<file path="config.mk">
export PLATFORM = sky130hd
export DESIGN_NAME = length_prefixed_frame_receiver_flat
export DESIGN_NICKNAME = d
export VERILOG_FILES = /design/src/rtl/core/lpfr_pkg.sv /design/src/rtl/core/lpfr_chan_if.sv /design/src/rtl/core/lpfr_in_stage.sv /design/src/rtl/core/lpfr_parser.sv /design/src/rtl/core/lpfr_out_reg.sv /design/src/rtl/core/length_prefixed_frame_receiver.sv /design/src/flat_wrapper.sv
export SDC_FILE = /design/constraint.sdc
export NUM_CORES = 1
export LEC_CHECK = 0
export BUFFER_PORTS_ARGS = -buffer_cell sky130_fd_sc_hd__buf_4
export CAP_MARGIN = 10
export CORE_AREA = 2 2 136 138
export CTS_BUF_LIST = sky130_fd_sc_hd__clkbuf_8
export DETAILED_ROUTE_END_ITERATION = 16
export DIE_AREA = 0 0 138 140
export PLACE_DENSITY = 0.44
export SLEW_MARGIN = 20
export SYNTH_ARGS = -nofsm -noshare
export SYNTH_HDL_FRONTEND = slang
export SYNTH_SLANG_ARGS = --single-unit
export TNS_END_PERCENT = 30
</file>
<file path="constraint.sdc">
create_clock -name clk -period 4.2 [get_ports clk]
set_input_delay 0.63 -clock clk [delete_from_list [all_inputs] [get_ports clk]]
set_output_delay 0.63 -clock clk [all_outputs]
set_load 0.02 [all_outputs]
</file>
<file path="src/rtl/core/lpfr_pkg.sv">
// ---------------------------------------------------------------------------
// lpfr_pkg
// Shared types and constants for the length-prefixed frame receiver.
// ---------------------------------------------------------------------------
package lpfr_pkg;

	localparam logic [7:0] MAX_PAYLOAD_RST = 8'd255;

	typedef enum logic [2:0] {
		PH_SIZE  = 3'd0,
		PH_TYPE  = 3'd1,
		PH_DATA  = 3'd2,
		PH_INDEX = 3'd3,
		PH_CHECK = 3'd4
	} phase_t;

	typedef enum logic {
		KIND_PAYLOAD = 1'b0,
		KIND_SUMMARY = 1'b1
	} kind_t;

	typedef struct packed {
		logic       result_kind;
		logic [7:0] payload_byte;
		logic [7:0] payload_offset;
		logic [7:0] frame_type;
		logic [7:0] frame_index;
		logic [7:0] frame_length;
		logic       checksum_ok;
		logic       oversize;
	} res_t;

	typedef struct packed {
		logic has_result;
		res_t res;
	} parse_out_t;

endpackage

</file>
<file path="src/rtl/core/lpfr_chan_if.sv">
// ---------------------------------------------------------------------------
// lpfr_chan_if
// Valid/ready channel carrying one payload of type T per transfer.
// ---------------------------------------------------------------------------
interface lpfr_chan_if #(
	parameter type T = logic [7:0]
);
	logic valid;
	logic ready;
	T     data;

	modport source (output valid, output data, input ready);
	modport sink (input valid, input data, output ready);
endinterface

</file>
<file path="src/rtl/core/lpfr_in_stage.sv">
// ---------------------------------------------------------------------------
// lpfr_in_stage
// Input register for received link bytes.
// ---------------------------------------------------------------------------
module lpfr_in_stage (
	input  logic       clk,
	input  logic       arst_n,
	input  logic       in_valid,
	input  logic [7:0] in_byte,
	output logic       in_ready,
	input  logic       advance,
	output logic       valid_s1,
	output logic [7:0] byte_s1
);
	assign in_ready = arst_n & (~valid_s1 | advance);

	always_ff @(posedge clk or negedge arst_n) begin
		if (!arst_n) begin
			valid_s1 <= 1'b0;
		end else if (in_ready) begin
			valid_s1 <= in_valid;
		end
	end

	always_ff @(posedge clk) begin
		if (in_ready && in_valid) begin
			byte_s1 <= in_byte;
		end
	end
endmodule

</file>
<file path="src/rtl/core/lpfr_parser.sv">
// ---------------------------------------------------------------------------
// lpfr_parser
// Frame parse state and per-byte result logic.
// ---------------------------------------------------------------------------
module lpfr_parser (
	input  logic                  clk,
	input  logic                  arst_n,
	input  logic [7:0]            byte_s1,
	input  logic                  fire,
	input  logic [7:0]            max_payload,
	output lpfr_pkg::parse_out_t  po
);
	lpfr_pkg::phase_t phase_q, phase_d;
	logic [7:0] remaining_q, remaining_d;
	logic [7:0] offset_q, offset_d;
	logic [7:0] sum_q, sum_d;
	logic [7:0] length_q, length_d;
	logic [7:0] type_q, type_d;
	logic [7:0] index_q, index_d;

	always_comb begin
		po          = '0;
		phase_d     = phase_q;
		remaining_d = remaining_q;
		offset_d    = offset_q;
		sum_d       = sum_q;
		length_d    = length_q;
		type_d      = type_q;
		index_d     = index_q;
		case (phase_q)
			lpfr_pkg::PH_TYPE: begin
				type_d  = byte_s1;
				phase_d = (length_q != 8'd0) ? lpfr_pkg::PH_DATA : lpfr_pkg::PH_INDEX;
			end
			lpfr_pkg::PH_DATA: begin
				if (offset_q < max_payload) begin
					po.has_result         = 1'b1;
					po.res.result_kind    = lpfr_pkg::KIND_PAYLOAD;
					po.res.payload_byte   = byte_s1;
					po.res.payload_offset = offset_q;
				end
				sum_d       = sum_q + byte_s1;
				offset_d    = offset_q + 8'd1;
				remaining_d = remaining_q - 8'd1;
				if (remaining_q == 8'd1) begin
					phase_d = lpfr_pkg::PH_INDEX;
				end
			end
			lpfr_pkg::PH_INDEX: begin
				index_d = byte_s1;
				phase_d = lpfr_pkg::PH_CHECK;
			end
			lpfr_pkg::PH_CHECK: begin
				po.has_result       = 1'b1;
				po.res.result_kind  = lpfr_pkg::KIND_SUMMARY;
				po.res.frame_type   = type_q;
				po.res.frame_index  = index_q;
				po.res.frame_length = length_q;
				po.res.checksum_ok  = (length_q == 8'd0) || (sum_q == byte_s1);
				po.res.oversize     = length_q > max_payload;
				phase_d             = lpfr_pkg::PH_SIZE;
			end
			default: begin
				length_d    = byte_s1;
				remaining_d = byte_s1;
				offset_d    = 8'd0;
				sum_d       = 8'd0;
				phase_d     = lpfr_pkg::PH_TYPE;
			end
		endcase
	end

	always_ff @(posedge clk or negedge arst_n) begin
		if (!arst_n) begin
			phase_q     <= lpfr_pkg::PH_SIZE;
			remaining_q <= 8'd0;
			offset_q    <= 8'd0;
			sum_q       <= 8'd0;
			length_q    <= 8'd0;
			type_q      <= 8'd0;
			index_q     <= 8'd0;
		end else if (fire) begin
			phase_q     <= phase_d;
			remaining_q <= remaining_d;
			offset_q    <= offset_d;
			sum_q       <= sum_d;
			length_q    <= length_d;
			type_q      <= type_d;
			index_q     <= index_d;
		end
	end
endmodule

</file>
<file path="src/rtl/core/lpfr_out_reg.sv">
// ---------------------------------------------------------------------------
// lpfr_out_reg
// Result register holding one item until the sink takes it.
// ---------------------------------------------------------------------------
module lpfr_out_reg (
	input  logic           clk,
	input  logic           arst_n,
	input  logic           load,
	input  lpfr_pkg::res_t load_data,
	output logic           can_load,
	output logic           out_valid,
	input  logic           out_ready,
	output lpfr_pkg::res_t out_data
);
	logic           valid_q;
	lpfr_pkg::res_t data_q;

	assign can_load  = ~valid_q | out_ready;
	assign out_valid = valid_q;
	assign out_data  = data_q;

	always_ff @(posedge clk or negedge arst_n) begin
		if (!arst_n) begin
			valid_q <= 1'b0;
		end else if (load) begin
			valid_q <= 1'b1;
		end else if (out_ready) begin
			valid_q <= 1'b0;
		end
	end

	always_ff @(posedge clk) begin
		if (load) begin
			data_q <= load_data;
		end
	end
endmodule

</file>
<file path="src/rtl/core/length_prefixed_frame_receiver.sv">
// ---------------------------------------------------------------------------
// length_prefixed_frame_receiver
// Parses size/type/payload/index/checksum frames from a byte stream,
// forwarding payload bytes below max_payload and emitting a summary per frame.
//
//   channel  role    payload            transfer
//   rx       sink    received byte      one byte per transfer
//   res      source  lpfr_pkg::res_t    payload byte or frame summary
//   cfg      sink    max_payload byte   register write
//
// One byte per cycle sustained unless a result stalls at the result register;
// a result passes through the input register and then the result register.
// Reset clears the parse state and sets max_payload to 255.
// A stalled result holds the byte behind it in the input register;
// bytes that make no result keep flowing while the result register is full.
// ---------------------------------------------------------------------------
module length_prefixed_frame_receiver (
	input logic          clk,
	input logic          arst_n,
	lpfr_chan_if.sink    rx,
	lpfr_chan_if.source  res,
	lpfr_chan_if.sink    cfg
);
	logic                 valid_s1;
	logic [7:0]           byte_s1;
	logic                 advance;
	logic                 fire;
	logic                 can_load;
	logic [7:0]           max_payload_q;
	lpfr_pkg::parse_out_t po;

	assign cfg.ready = 1'b1;

	always_ff @(posedge clk or negedge arst_n) begin
		if (!arst_n) begin
			max_payload_q <= lpfr_pkg::MAX_PAYLOAD_RST;
		end else if (cfg.valid) begin
			max_payload_q <= cfg.data;
		end
	end

	assign advance = ~po.has_result | can_load;
	assign fire    = valid_s1 & advance;

	lpfr_in_stage u_in (
		.clk      (clk),
		.arst_n   (arst_n),
		.in_valid (rx.valid),
		.in_byte  (rx.data),
		.in_ready (rx.ready),
		.advance  (advance),
		.valid_s1 (valid_s1),
		.byte_s1  (byte_s1)
	);

	lpfr_parser u_parse (
		.clk         (clk),
		.arst_n      (arst_n),
		.byte_s1     (byte_s1),
		.fire        (fire),
		.max_payload (max_payload_q),
		.po          (po)
	);

	lpfr_out_reg u_out (
		.clk       (clk),
		.arst_n    (arst_n),
		.load      (fire & po.has_result),
		.load_data (po.res),
		.can_load  (can_load),
		.out_valid (res.valid),
		.out_ready (res.ready),
		.out_data  (res.data)
	);
endmodule

</file>
<file path="src/flat_wrapper.sv">
// flat-port wrapper written by rule: the top's interface ports become plain ports
module length_prefixed_frame_receiver_flat import lpfr_pkg::*;
  (clk, arst_n, rx_valid, rx_data, rx_ready, res_valid, res_data, res_ready, cfg_valid, cfg_data, cfg_ready);
  lpfr_chan_if #(.T(logic [7:0])) rx_i ();
  lpfr_chan_if #(.T(res_t)) res_i ();
  lpfr_chan_if #(.T(logic [7:0])) cfg_i ();
  input logic clk;
  input logic arst_n;
  input wire logic [$bits(rx_i.valid)-1:0] rx_valid;
  input wire logic [$bits(rx_i.data)-1:0] rx_data;
  output wire logic [$bits(rx_i.ready)-1:0] rx_ready;
  output wire logic [$bits(res_i.valid)-1:0] res_valid;
  output wire logic [$bits(res_i.data)-1:0] res_data;
  input wire logic [$bits(res_i.ready)-1:0] res_ready;
  input wire logic [$bits(cfg_i.valid)-1:0] cfg_valid;
  input wire logic [$bits(cfg_i.data)-1:0] cfg_data;
  output wire logic [$bits(cfg_i.ready)-1:0] cfg_ready;
  assign rx_i.valid = rx_valid;
  assign rx_i.data = rx_data;
  assign rx_ready = rx_i.ready;
  assign res_valid = res_i.valid;
  assign res_data = res_i.data;
  assign res_i.ready = res_ready;
  assign cfg_i.valid = cfg_valid;
  assign cfg_i.data = cfg_data;
  assign cfg_ready = cfg_i.ready;
  length_prefixed_frame_receiver u_core (.clk(clk), .arst_n(arst_n), .rx(rx_i), .res(res_i), .cfg(cfg_i));
endmodule
</file>
* After elaboration in Yosys (flattened, before gate mapping)
Index checks and enable logic that the tools add are counted.
Storage, ports and cells: register bits 112, input port bits 21, output and inout bits 46, word-level logic and storage cells 65
Cells by class: add/subtract/negate cells 3, order comparisons 2, equality and inequality tests 7, muxes and demuxes 10, bitwise gates (word level) 11, reduce and logical (&&, ||, !) cells 13
Operators with widths (count):
- case mux 8 bit (2 select lines) | 3
- 2-to-1 mux 18 bit | 1
- case mux 3 bit (4 select lines) | 1
- AND reduction 2 bit | 6
- adder 8 x 1 -> 8 bit (second input constant) | 1
- adder 8 bit | 1
- equality test 8 x 1 -> 1 bit (second input constant) | 1
- equality test 8 bit | 1
- > comparator 8 bit | 1
- zero test 8 bit | 1
- < comparator 8 bit | 1
- nonzero test 8 bit | 1
- subtractor 8 x 1 -> 8 bit (second input constant) | 1
- equality test 3 x 2 -> 1 bit (second input constant) | 2
- NOT 1 bit | 5
- case mux 2 bit (2 select lines) | 1
- OR reduction 4 bit | 1
- AND 1 bit | 3
- equality test 3 x 1 -> 1 bit (second input constant) | 1
- equality test 3 bit (second input constant) | 1
- 2-to-1 mux 1 bit | 3
- 2-to-1 mux 3 bit | 1
- OR 1 bit | 3
- OR reduction 3 bit | 1
- 4 further kinds | 4

* Longest topological paths before layout
Gate-level depths: netlist of run 1.
word-level depth 8, gate-level depth with buffers 10, gate-level depth less buffers 8

* By module
Synthesis of run 1 repeated with hierarchy kept, for this count alone.
Second synthesis, totals: cells, all modules 428, area total of the unflattened synthesis 5277.6 um^2
Modules (own cells, without submodules):
- lpfr_parser | instances 1, cells each 345, area each 3269.4 um^2, sequential area each 1276.2 um^2
- lpfr_out_reg | instances 1, cells each 46, area each 1338.8 um^2, sequential area each 1316.3 um^2
- length_prefixed_frame_receiver | instances 1, cells each 22, area each 371.6 um^2, sequential area each 210.2 um^2
- lpfr_in_stage | instances 1, cells each 15, area each 297.8 um^2, sequential area each 265.3 um^2

* Least setup slack after synthesis of run 1
Ideal clock, no wire load.
kind register to register, start point register u_core.max_payload_q[2], end point register u_core.u_out.data_q, in the netlist u_core.u_out.out_data[0] (enable), setup time 0.449 ns, data arrival time 3.835 ns, data required time 3.751 ns, path slack -0.083 ns, stages on the path, launching flop included 8, path buffers 0, period minus slack after synthesis 4.283 ns, cells stage by stage dfstp_2 -> inv_1 -> ha_1 -> or3_2 -> a31oi_1 -> a21oi_1 -> or2_2 -> nor2b_1
On the way: longest elaborated chain between the ends 7
Ends and longest elaborated chain:
- from (decl) | RTL line length_prefixed_frame_receiver.sv:29 | logic [7:0] max_payload_q;
- from (signal assigned) | RTL line length_prefixed_frame_receiver.sv:36 | max_payload_q <= lpfr_pkg::MAX_PAYLOAD_RST;
- from (signal assigned) | RTL line length_prefixed_frame_receiver.sv:38 | max_payload_q <= cfg.data;
- < comparator 8 bit * | RTL line lpfr_parser.sv:36 | if (offset_q < max_payload) begin
- 2-to-1 mux 18 bit * | RTL line lpfr_parser.sv:36
- case mux 2 bit (2 select lines) * | RTL line lpfr_parser.sv:30 | case (phase_q)
- NOT 1 bit | RTL line length_prefixed_frame_receiver.sv:42 | assign advance = ~po.has_result | can_load;
- OR 1 bit | RTL line length_prefixed_frame_receiver.sv:42
- AND 1 bit | RTL line length_prefixed_frame_receiver.sv:43 | assign fire = valid_s1 & advance;
- AND 1 bit * | RTL line length_prefixed_frame_receiver.sv:68 | .load (fire & po.has_result),
- named net u_core.u_out.load | RTL line lpfr_out_reg.sv:8 | input logic load,
- to (signal assigned) | RTL line lpfr_out_reg.sv:34 | data_q <= load_data;
- to (decl) | RTL line lpfr_out_reg.sv:16 | lpfr_pkg::res_t data_q;
The timed path passes the listed nets; every way through them passes the cells marked *. A chain may end at the register's enable or synchronous reset.

* Worst setup path after layout of run 1
start point register u_core.max_payload_q[2], end point output rx_ready
On the way: longest elaborated chain between the ends 7
Ends and longest elaborated chain:
- < comparator 8 bit | RTL line lpfr_parser.sv:36
- 2-to-1 mux 18 bit | RTL line lpfr_parser.sv:36
- case mux 2 bit (2 select lines) | RTL line lpfr_parser.sv:30
- NOT 1 bit | RTL line length_prefixed_frame_receiver.sv:42
- OR 1 bit | RTL line length_prefixed_frame_receiver.sv:42
- OR 1 bit | RTL line lpfr_in_stage.sv:15 | assign in_ready = arst_n & (~valid_s1 | advance);
- AND 1 bit | RTL line lpfr_in_stage.sv:15
- to (decl) | RTL line flat_wrapper.sv:11 | output wire logic [$bits(rx_i.ready)-1:0] rx_ready;
No other way between the ends.

==> impl_metrics.yaml, run 1 <==
status:
  outcome: "completed"
drt:
  via_count: 3599
  viasPerCell: 4.88
  first_pass_iters: 4
  drt_iter0_drc: 234
  drt_drc_violations_left: 0
  finalWirelength_mm: 12.8
  wl_per_cell_um: 17.3
  ant_nets: 0
placed_design:
  place.gp.congestion: 0.772
  port-buffer-count: 65
  post-place-ws_ns: 1.07
  dp_hpwl_mm: 8.86
  post_dp_cell_area_sq_mm: 0.00597
layout:
  postLayoutCellArea_sq_mm: 0.00614
  layout.nets: 551
  fin_util_pct: 34.5
  syn_to_final_growth_pct: 16.5
  drive_gt1_share_pct: 24.6
  diodes: 0
global_routing:
  grt_pass1_vias: 3630
  grt_usage_pct: 13.4
  grt_max_degree: 44
  grt_first_pass_wirelength_mm: 20.3
  overflow: 0
  antenna_found_initial: 0
power_and_ir_drop:
  netSwitchingFraction_pct: 37.8
  internal-power_uw: 2290
  peakVddDrop_uv: 192
  clkPwrFrac_pct: 15.8
  pwr-share-seq_pct: 47.4
  p_per_area_mw_per_mm2: 600
  leakage_uw: 0.00268
  power.switching_uw: 1390
  combPwrFrac_pct: 36.7
worst_setup_path:
  path_max_fanout: 4
  arrival_ns: 2.88
  crit_type: "reg2out"
  crit_required_ns: 3.57
  end_kind: "primary output"
  critical_path.startpoint_type: "register"
synthesis:
  ys_seq_area_share_pct: 58.2
  ys_async_sr_fraction_pct: 54.5
  ys_seq_elements: 112
  synth_edf_count: 51
  synth_nets: 489
  yosys_warnings: 0
  synth_area_sq_mm: 0.00527
  avgSynthCellArea_sq_um: 11.9
  post_synth_inst_count: 442
  synth_cell_types: 58
  synth_ff_type: "dfrtp_1"
sta:
  fin_worst_skew_ns: 0.0158
  fmax_mhz: 285
  holdWs_ns: 0.149
  fin_crit_ns: 3.51
  min_period_over_period_pct: 83.6
  hold_viol: 0
  setup_viol: 0
  slew_headroom_pct: 50.1
  totalNegativeSetupSlack_ns: 0
  slew_viol_final: 0
  rsz0062_at_grt: "false"
  max_slew.worst_pin.slew_ns: 0.746
  layout_setup_ws_ns: 0.687
clocking:
  postCtsSetupBuffers: 0
  path_clk_slew_ns: 0.11
  post_cts_resized: 0
  clk_latency_ns: 0.39
  htree_levels: 3
  cts_tree: "built"
  ctsHoldBuffers: 0
  root_buffer: "clkbuf_8"
  cts_buffers: 9
  cts_max_path_buffers: 2
  clock_sinks: 112
die:
  dieArea_sq_mm: 0.0193
  core_sq_mm: 0.0178
  start_util_pct: 29.6
  die_w_um: 138
  rows: 49
  io_pins: 67
  die_y_um: 140
flow_run:
  drv_cap: 0
hold_path:
  hp-class: "in2async"
==> sequential cells by signal, summed over array words and instances, names as in the netlist <==
register / count
u_core.u_in.valid_s1: 1
u_core.u_out.out_valid: 1
u_core.u_parse.type_q: 8
u_core.u_in.byte_s1: 8
u_core.u_parse.length_q: 8
u_core.u_parse.remaining_q: 8
u_core.u_out.out_data: 43
u_core.u_parse.index_q: 8
u_core.u_parse.phase_q: 3
u_core.u_parse.sum_q: 8
u_core.u_parse.offset_q: 8
u_core.max_payload_q: 8
==> cells in the mapped netlist, drive strengths merged, types with 9 or more instances <==
| library cell | number | share of area, % |
|---|---|---|
| nand2 | 45 | 3.2 |
| and2 | 26 | 3.1 |
| nor2 | 21 | 1.5 |
| nand3 | 9 | 0.85 |
| inv | 13 | 0.93 |
| dfrtp | 53 | 25 |
| nand2b | 9 | 1.1 |
| ha | 25 | 5.9 |
| o31ai | 19 | 2.7 |
| a21oi | 13 | 1.2 |
| and3 | 20 | 2.4 |
| clkbuf | 12 | 0.85 |
| o21ai | 24 | 2.3 |
| edfxtp | 51 | 29 |
| mux2 | 17 | 3.6 |
==> stage by stage <==
| stage | total power (uW) | instances |
|---|---|---|
| after floorplan | 2690 | 442 |
| after global placement | 3100 | 722 |
| after detailed placement | 3140 | 722 |
| after CTS | 3730 | 738 |
| after global routing | 3950 | 738 |
| final | 3680 | 738 |
==> worst max-delay path, cell delays in order, from the launching register on <==
cell and delay (ns):
dfstp_2 0.53, inv_1 0.06, ha_1 0.26, or3_2 0.47, a31oi_1 0.32, a21oi_1 0.16
or2_2 0.37, o21a_1 0.18, buf_4 0.15
==> cell usage in the layout (no fill, tap or decap), types with 2 or more instances in the layout <==
| master | instances |
|---|---|
| nand4_1 | 4 |
| nor2b_1 | 3 |
| o21ai_0 | 23 |
| a21oi_1 | 13 |
| nand3_1 | 9 |
| clkinvlp_4 | 2 |
| a211o_2 | 2 |
| o41ai_1 | 2 |
| and2_1 | 26 |
| dfstp_2 | 8 |
| a22o_2 | 3 |
| o21a_1 | 2 |
| o211ai_1 | 5 |
| inv_1 | 16 |
| nor4_1 | 5 |
| nor2_1 | 21 |
| mux2_2 | 17 |
| xnor2_1 | 3 |
| buf_4 | 70 |
| or2_2 | 2 |
| xor2_1 | 4 |
| o31ai_1 | 19 |
| nand2b_1 | 9 |
| and3_1 | 19 |
| a21o_1 | 4 |
| nand2_1 | 45 |
| edfxtp_1 | 51 |
| nor3_1 | 7 |
| dfrtp_1 | 53 |
| clkbuf_8 | 9 |
| ha_1 | 25 |
==> power by group through the flow <==
stage / registers, uW / logic [uW] / clock network, uW
final: 1750 / 1350 / 583
after global routing: 1790 / 1510 / 647
after CTS: 1750 / 1370 / 610
after detailed placement: 1770 / 1360 / 0
after global placement: 1770 / 1340 / 0
after floorplan: 1790 / 909 / 0
==> cells by family (layout without fill, tap and decap cells) <==
logic type | after synthesis | count (layout) | share of synthesized area [%]
and+or+nand+nor | 160 | 160 | 15.8
other | 1 | 1 | 0.0712
muxes | 18 | 18 | 3.82
DFF | 112 | 112 | 58.2
adders and majority gates | 26 | 26 | 6.32
xor gates and xnor gates | 7 | 7 | 1.16
AOI/OAI and AO/OA | 86 | 86 | 11.4
buffers and inverters | 32 | 99 | 3.18
==> final timing paths <==
check                                              start                        end  slack [ns]  cells past startpoint
worst max-delay path             u_core.max_payload_q[2]                   rx_ready        0.69                      8
worst min-delay path                              arst_n   u_core.u_parse.type_q[1]        0.15                      1
worst max register to register   u_core.max_payload_q[2]  u_core.u_out.out_data[27]        1.06                      8
worst min register to register  u_core.u_parse.type_q[7]   u_core.u_parse.type_q[7]        0.51                      1
max in group asynchronous                         arst_n    u_core.max_payload_q[0]        3.17                      2
min in group clk                              rx_data[1]     u_core.u_in.byte_s1[1]        0.41                      1
==> layout make-up <==
class	instances	area, sq um
inverter	13	48.8
clock buffer	9	124
tap	229	287
fill	1815	11600
multi-input combinational	298	2050
timing repair buffer	70	526
clock inverter	7	40.0
sequential	112	3070
==> routing by layer <==
| metal | up-vias | wire (um) | GRT usage (%) |
|---|---|---|---|
| met5 | - | 0 | 0 |
| met4 | 0 | 317 | 5.85 |
| met3 | 22 | 640 | 2.22 |
| met2 | 89 | 5790 | 20.5 |
| met1 | 1755 | 6020 | 18.8 |
| li1 | 1733 | - | - |
Power figures use the tool's default switching activity.
==> run 2, diff against run 1 <==
--- a/config.mk
+++ b/config.mk
@@ -11,7 +11,7 @@
 export CTS_BUF_LIST = sky130_fd_sc_hd__clkbuf_8
 export DETAILED_ROUTE_END_ITERATION = 16
 export DIE_AREA = 0 0 138 140
-export PLACE_DENSITY = 0.44
+export PLACE_DENSITY = 0.42
 export SLEW_MARGIN = 20
 export SYNTH_ARGS = -nofsm -noshare
 export SYNTH_HDL_FRONTEND = slang
==> constraint.sdc (replaced) <==
create_clock -name clk -period 3.5 [get_ports clk]
set_input_delay 0.525 -clock clk [delete_from_list [all_inputs] [get_ports clk]]
set_output_delay 0.525 -clock clk [all_outputs]
set_load 0.02 [all_outputs]
==> impl_metrics.yaml, run 2 (synthesized netlist as in run 1, its figures left out) <==
status:
  outcome: "completed"
power_and_ir_drop:
  clkPwrFrac_pct: 17.2
  p_per_area_mw_per_mm2: 728
  netSwitchingFraction_pct: 37.6
  leakage_uw: 0.00271
  pwr-share-seq_pct: 46.1
  power.switching_uw: 1700
  internal-power_uw: 2830
  combPwrFrac_pct: 36.7
  peakVddDrop_uv: 238
clocking:
  postCtsSetupBuffers: 0
  clk_latency_ns: 0.38
  clock_sinks: 112
  root_buffer: "clkbuf_8"
  ctsHoldBuffers: 0
  cts_buffers: 9
  htree_levels: 3
  cts_tree: "built"
  post_cts_resized: 0
  path_clk_slew_ns: 0.11
  cts_max_path_buffers: 2
drt:
  first_pass_iters: 4
  wl_per_cell_um: 17.5
  viasPerCell: 4.81
  ant_nets: 0
  via_count: 3575
  drt_drc_violations_left: 0
  finalWirelength_mm: 13.0
  drt_iter0_drc: 280
worst_setup_path:
  critical_path.startpoint_type: "register"
  crit_type: "reg2out"
  crit_path_cell_trace: "inv_1 > ha_1 > or3_2 > a31oi_2 > a21oi_1 > or2_2 > o21a_1 > buf_4"
  ff2ff_setup_slack_ns: 0.70
  crit_required_ns: 2.97
  reg2reg_from: "u_core.max_payload_q[2]"
  critical-path-top-delay-family: "simple AND/OR/NAND/NOR gates"
  path_max_fanout: 4
  end_kind: "primary output"
  slowest_stage: "dfstp_2"
  timing.critical_path.buf_inv: 2
  startpoint: "u_core.max_payload_q[2]"
  cpPeakStageDelay_ns: 0.53
  arrival_ns: 2.79
sta:
  fmax_mhz: 301
  totalNegativeSetupSlack_ns: 0
  slew_viol_final: 0
  fin_crit_ns: 3.32
  min_period_over_period_pct: 94.8
  slew_headroom_pct: 50.7
  setup_viol: 0
  rsz0062_at_grt: "false"
  fin_worst_skew_ns: 0.00919
  max_slew.worst_pin.slew_ns: 0.736
  hold_viol: 0
die:
  die_w_um: 138
  dieArea_sq_mm: 0.0193
  io_pins: 67
  core_sq_mm: 0.0178
  rows: 49
  start_util_pct: 29.6
  die_y_um: 140
layout:
  largest_reg_flops: 43
  layout.nets: 556
  syn_to_final_growth_pct: 18.1
  layout_common_cells: "buf_4 (74), dfrtp_1 (53), edfxtp_1 (51), nand2_1 (45), and2_1 (26)"
  drive_gt1_share_pct: 25.9
  fin_util_pct: 35.0
  diodes: 0
  final_common_cell: "buf_4"
global_routing:
  overflow: 0
  grt_max_degree: 44
  grt_usage_pct: 13.8
  grt_pass1_vias: 3588
  grt_first_pass_wirelength_mm: 20.6
  antenna_found_initial: 0
placed_design:
  place.gp.congestion: 0.801
  port-buffer-count: 65
  dp_hpwl_mm: 9.24
hold_path:
  hp-class: "in2async"
flow_run:
  drv_cap: 0
[run 2: layout make-up]
class                   count  area (sq um)
well taps                 229           287
fillers                  1823         11600
inverters                  13          48.8
clock buffers              11           151
clock inverters             5          45.0
flip-flops and latches    112          3070
repair buffers             75           576
multi-input cells         298          2050
[run 2: final timing paths]
| path | to | depth (start not counted) |
|---|---|---|
| setup reg to reg | u_core.u_out.out_data[0] | 8 |
| hold / removal | u_core.u_parse.type_q[6] | 1 |
| hold reg to reg | u_core.u_parse.type_q[3] | 1 |
| max in group asynchronous | u_core.u_parse.offset_q[6] | 2 |
| setup / recovery | rx_ready | 8 |
| min in group clk | u_core.u_in.byte_s1[7] | 1 |
[run 2: metal layers]
| layer | global-route usage [%] | vias to the layer above | wire length [um] |
|---|---|---|---|
| li1 | - | 1748 | - |
| met1 | 19.7 | 1746 | 6470 |
| met2 | 20.7 | 69 | 5940 |
| met3 | 3.04 | 12 | 428 |
| met4 | 4.89 | 0 | 170 |
| met5 | 0 | - | 0 |
[run 2: power by group through the flow]
stage,Clock (uW),Sequential (uW),Combinational (uW)
final,780,2090,1660
after global routing,866,2150,1850
after CTS,813,2090,1680
after detailed placement,0,2120,1680
after global placement,0,2110,1660
after floorplan,0,2140,1090
[run 2: through the flow]
stage          cell area [sq um]  hold slack (ns)  setup slack [ns]  power (uW)  cells
2_1_floorplan               5270            0.229            0.0396        3230    442
3_3_place_gp                6020            0.452             0.618        3780    727
3_5_place_dp                6020            0.452             0.567        3800    727
4_1_cts                     6220          0.00426             0.110        4590    743
5_1_grt                     6220           0.0131            0.0283        4870    743
6_report                    6220           0.0230             0.182        4530    743
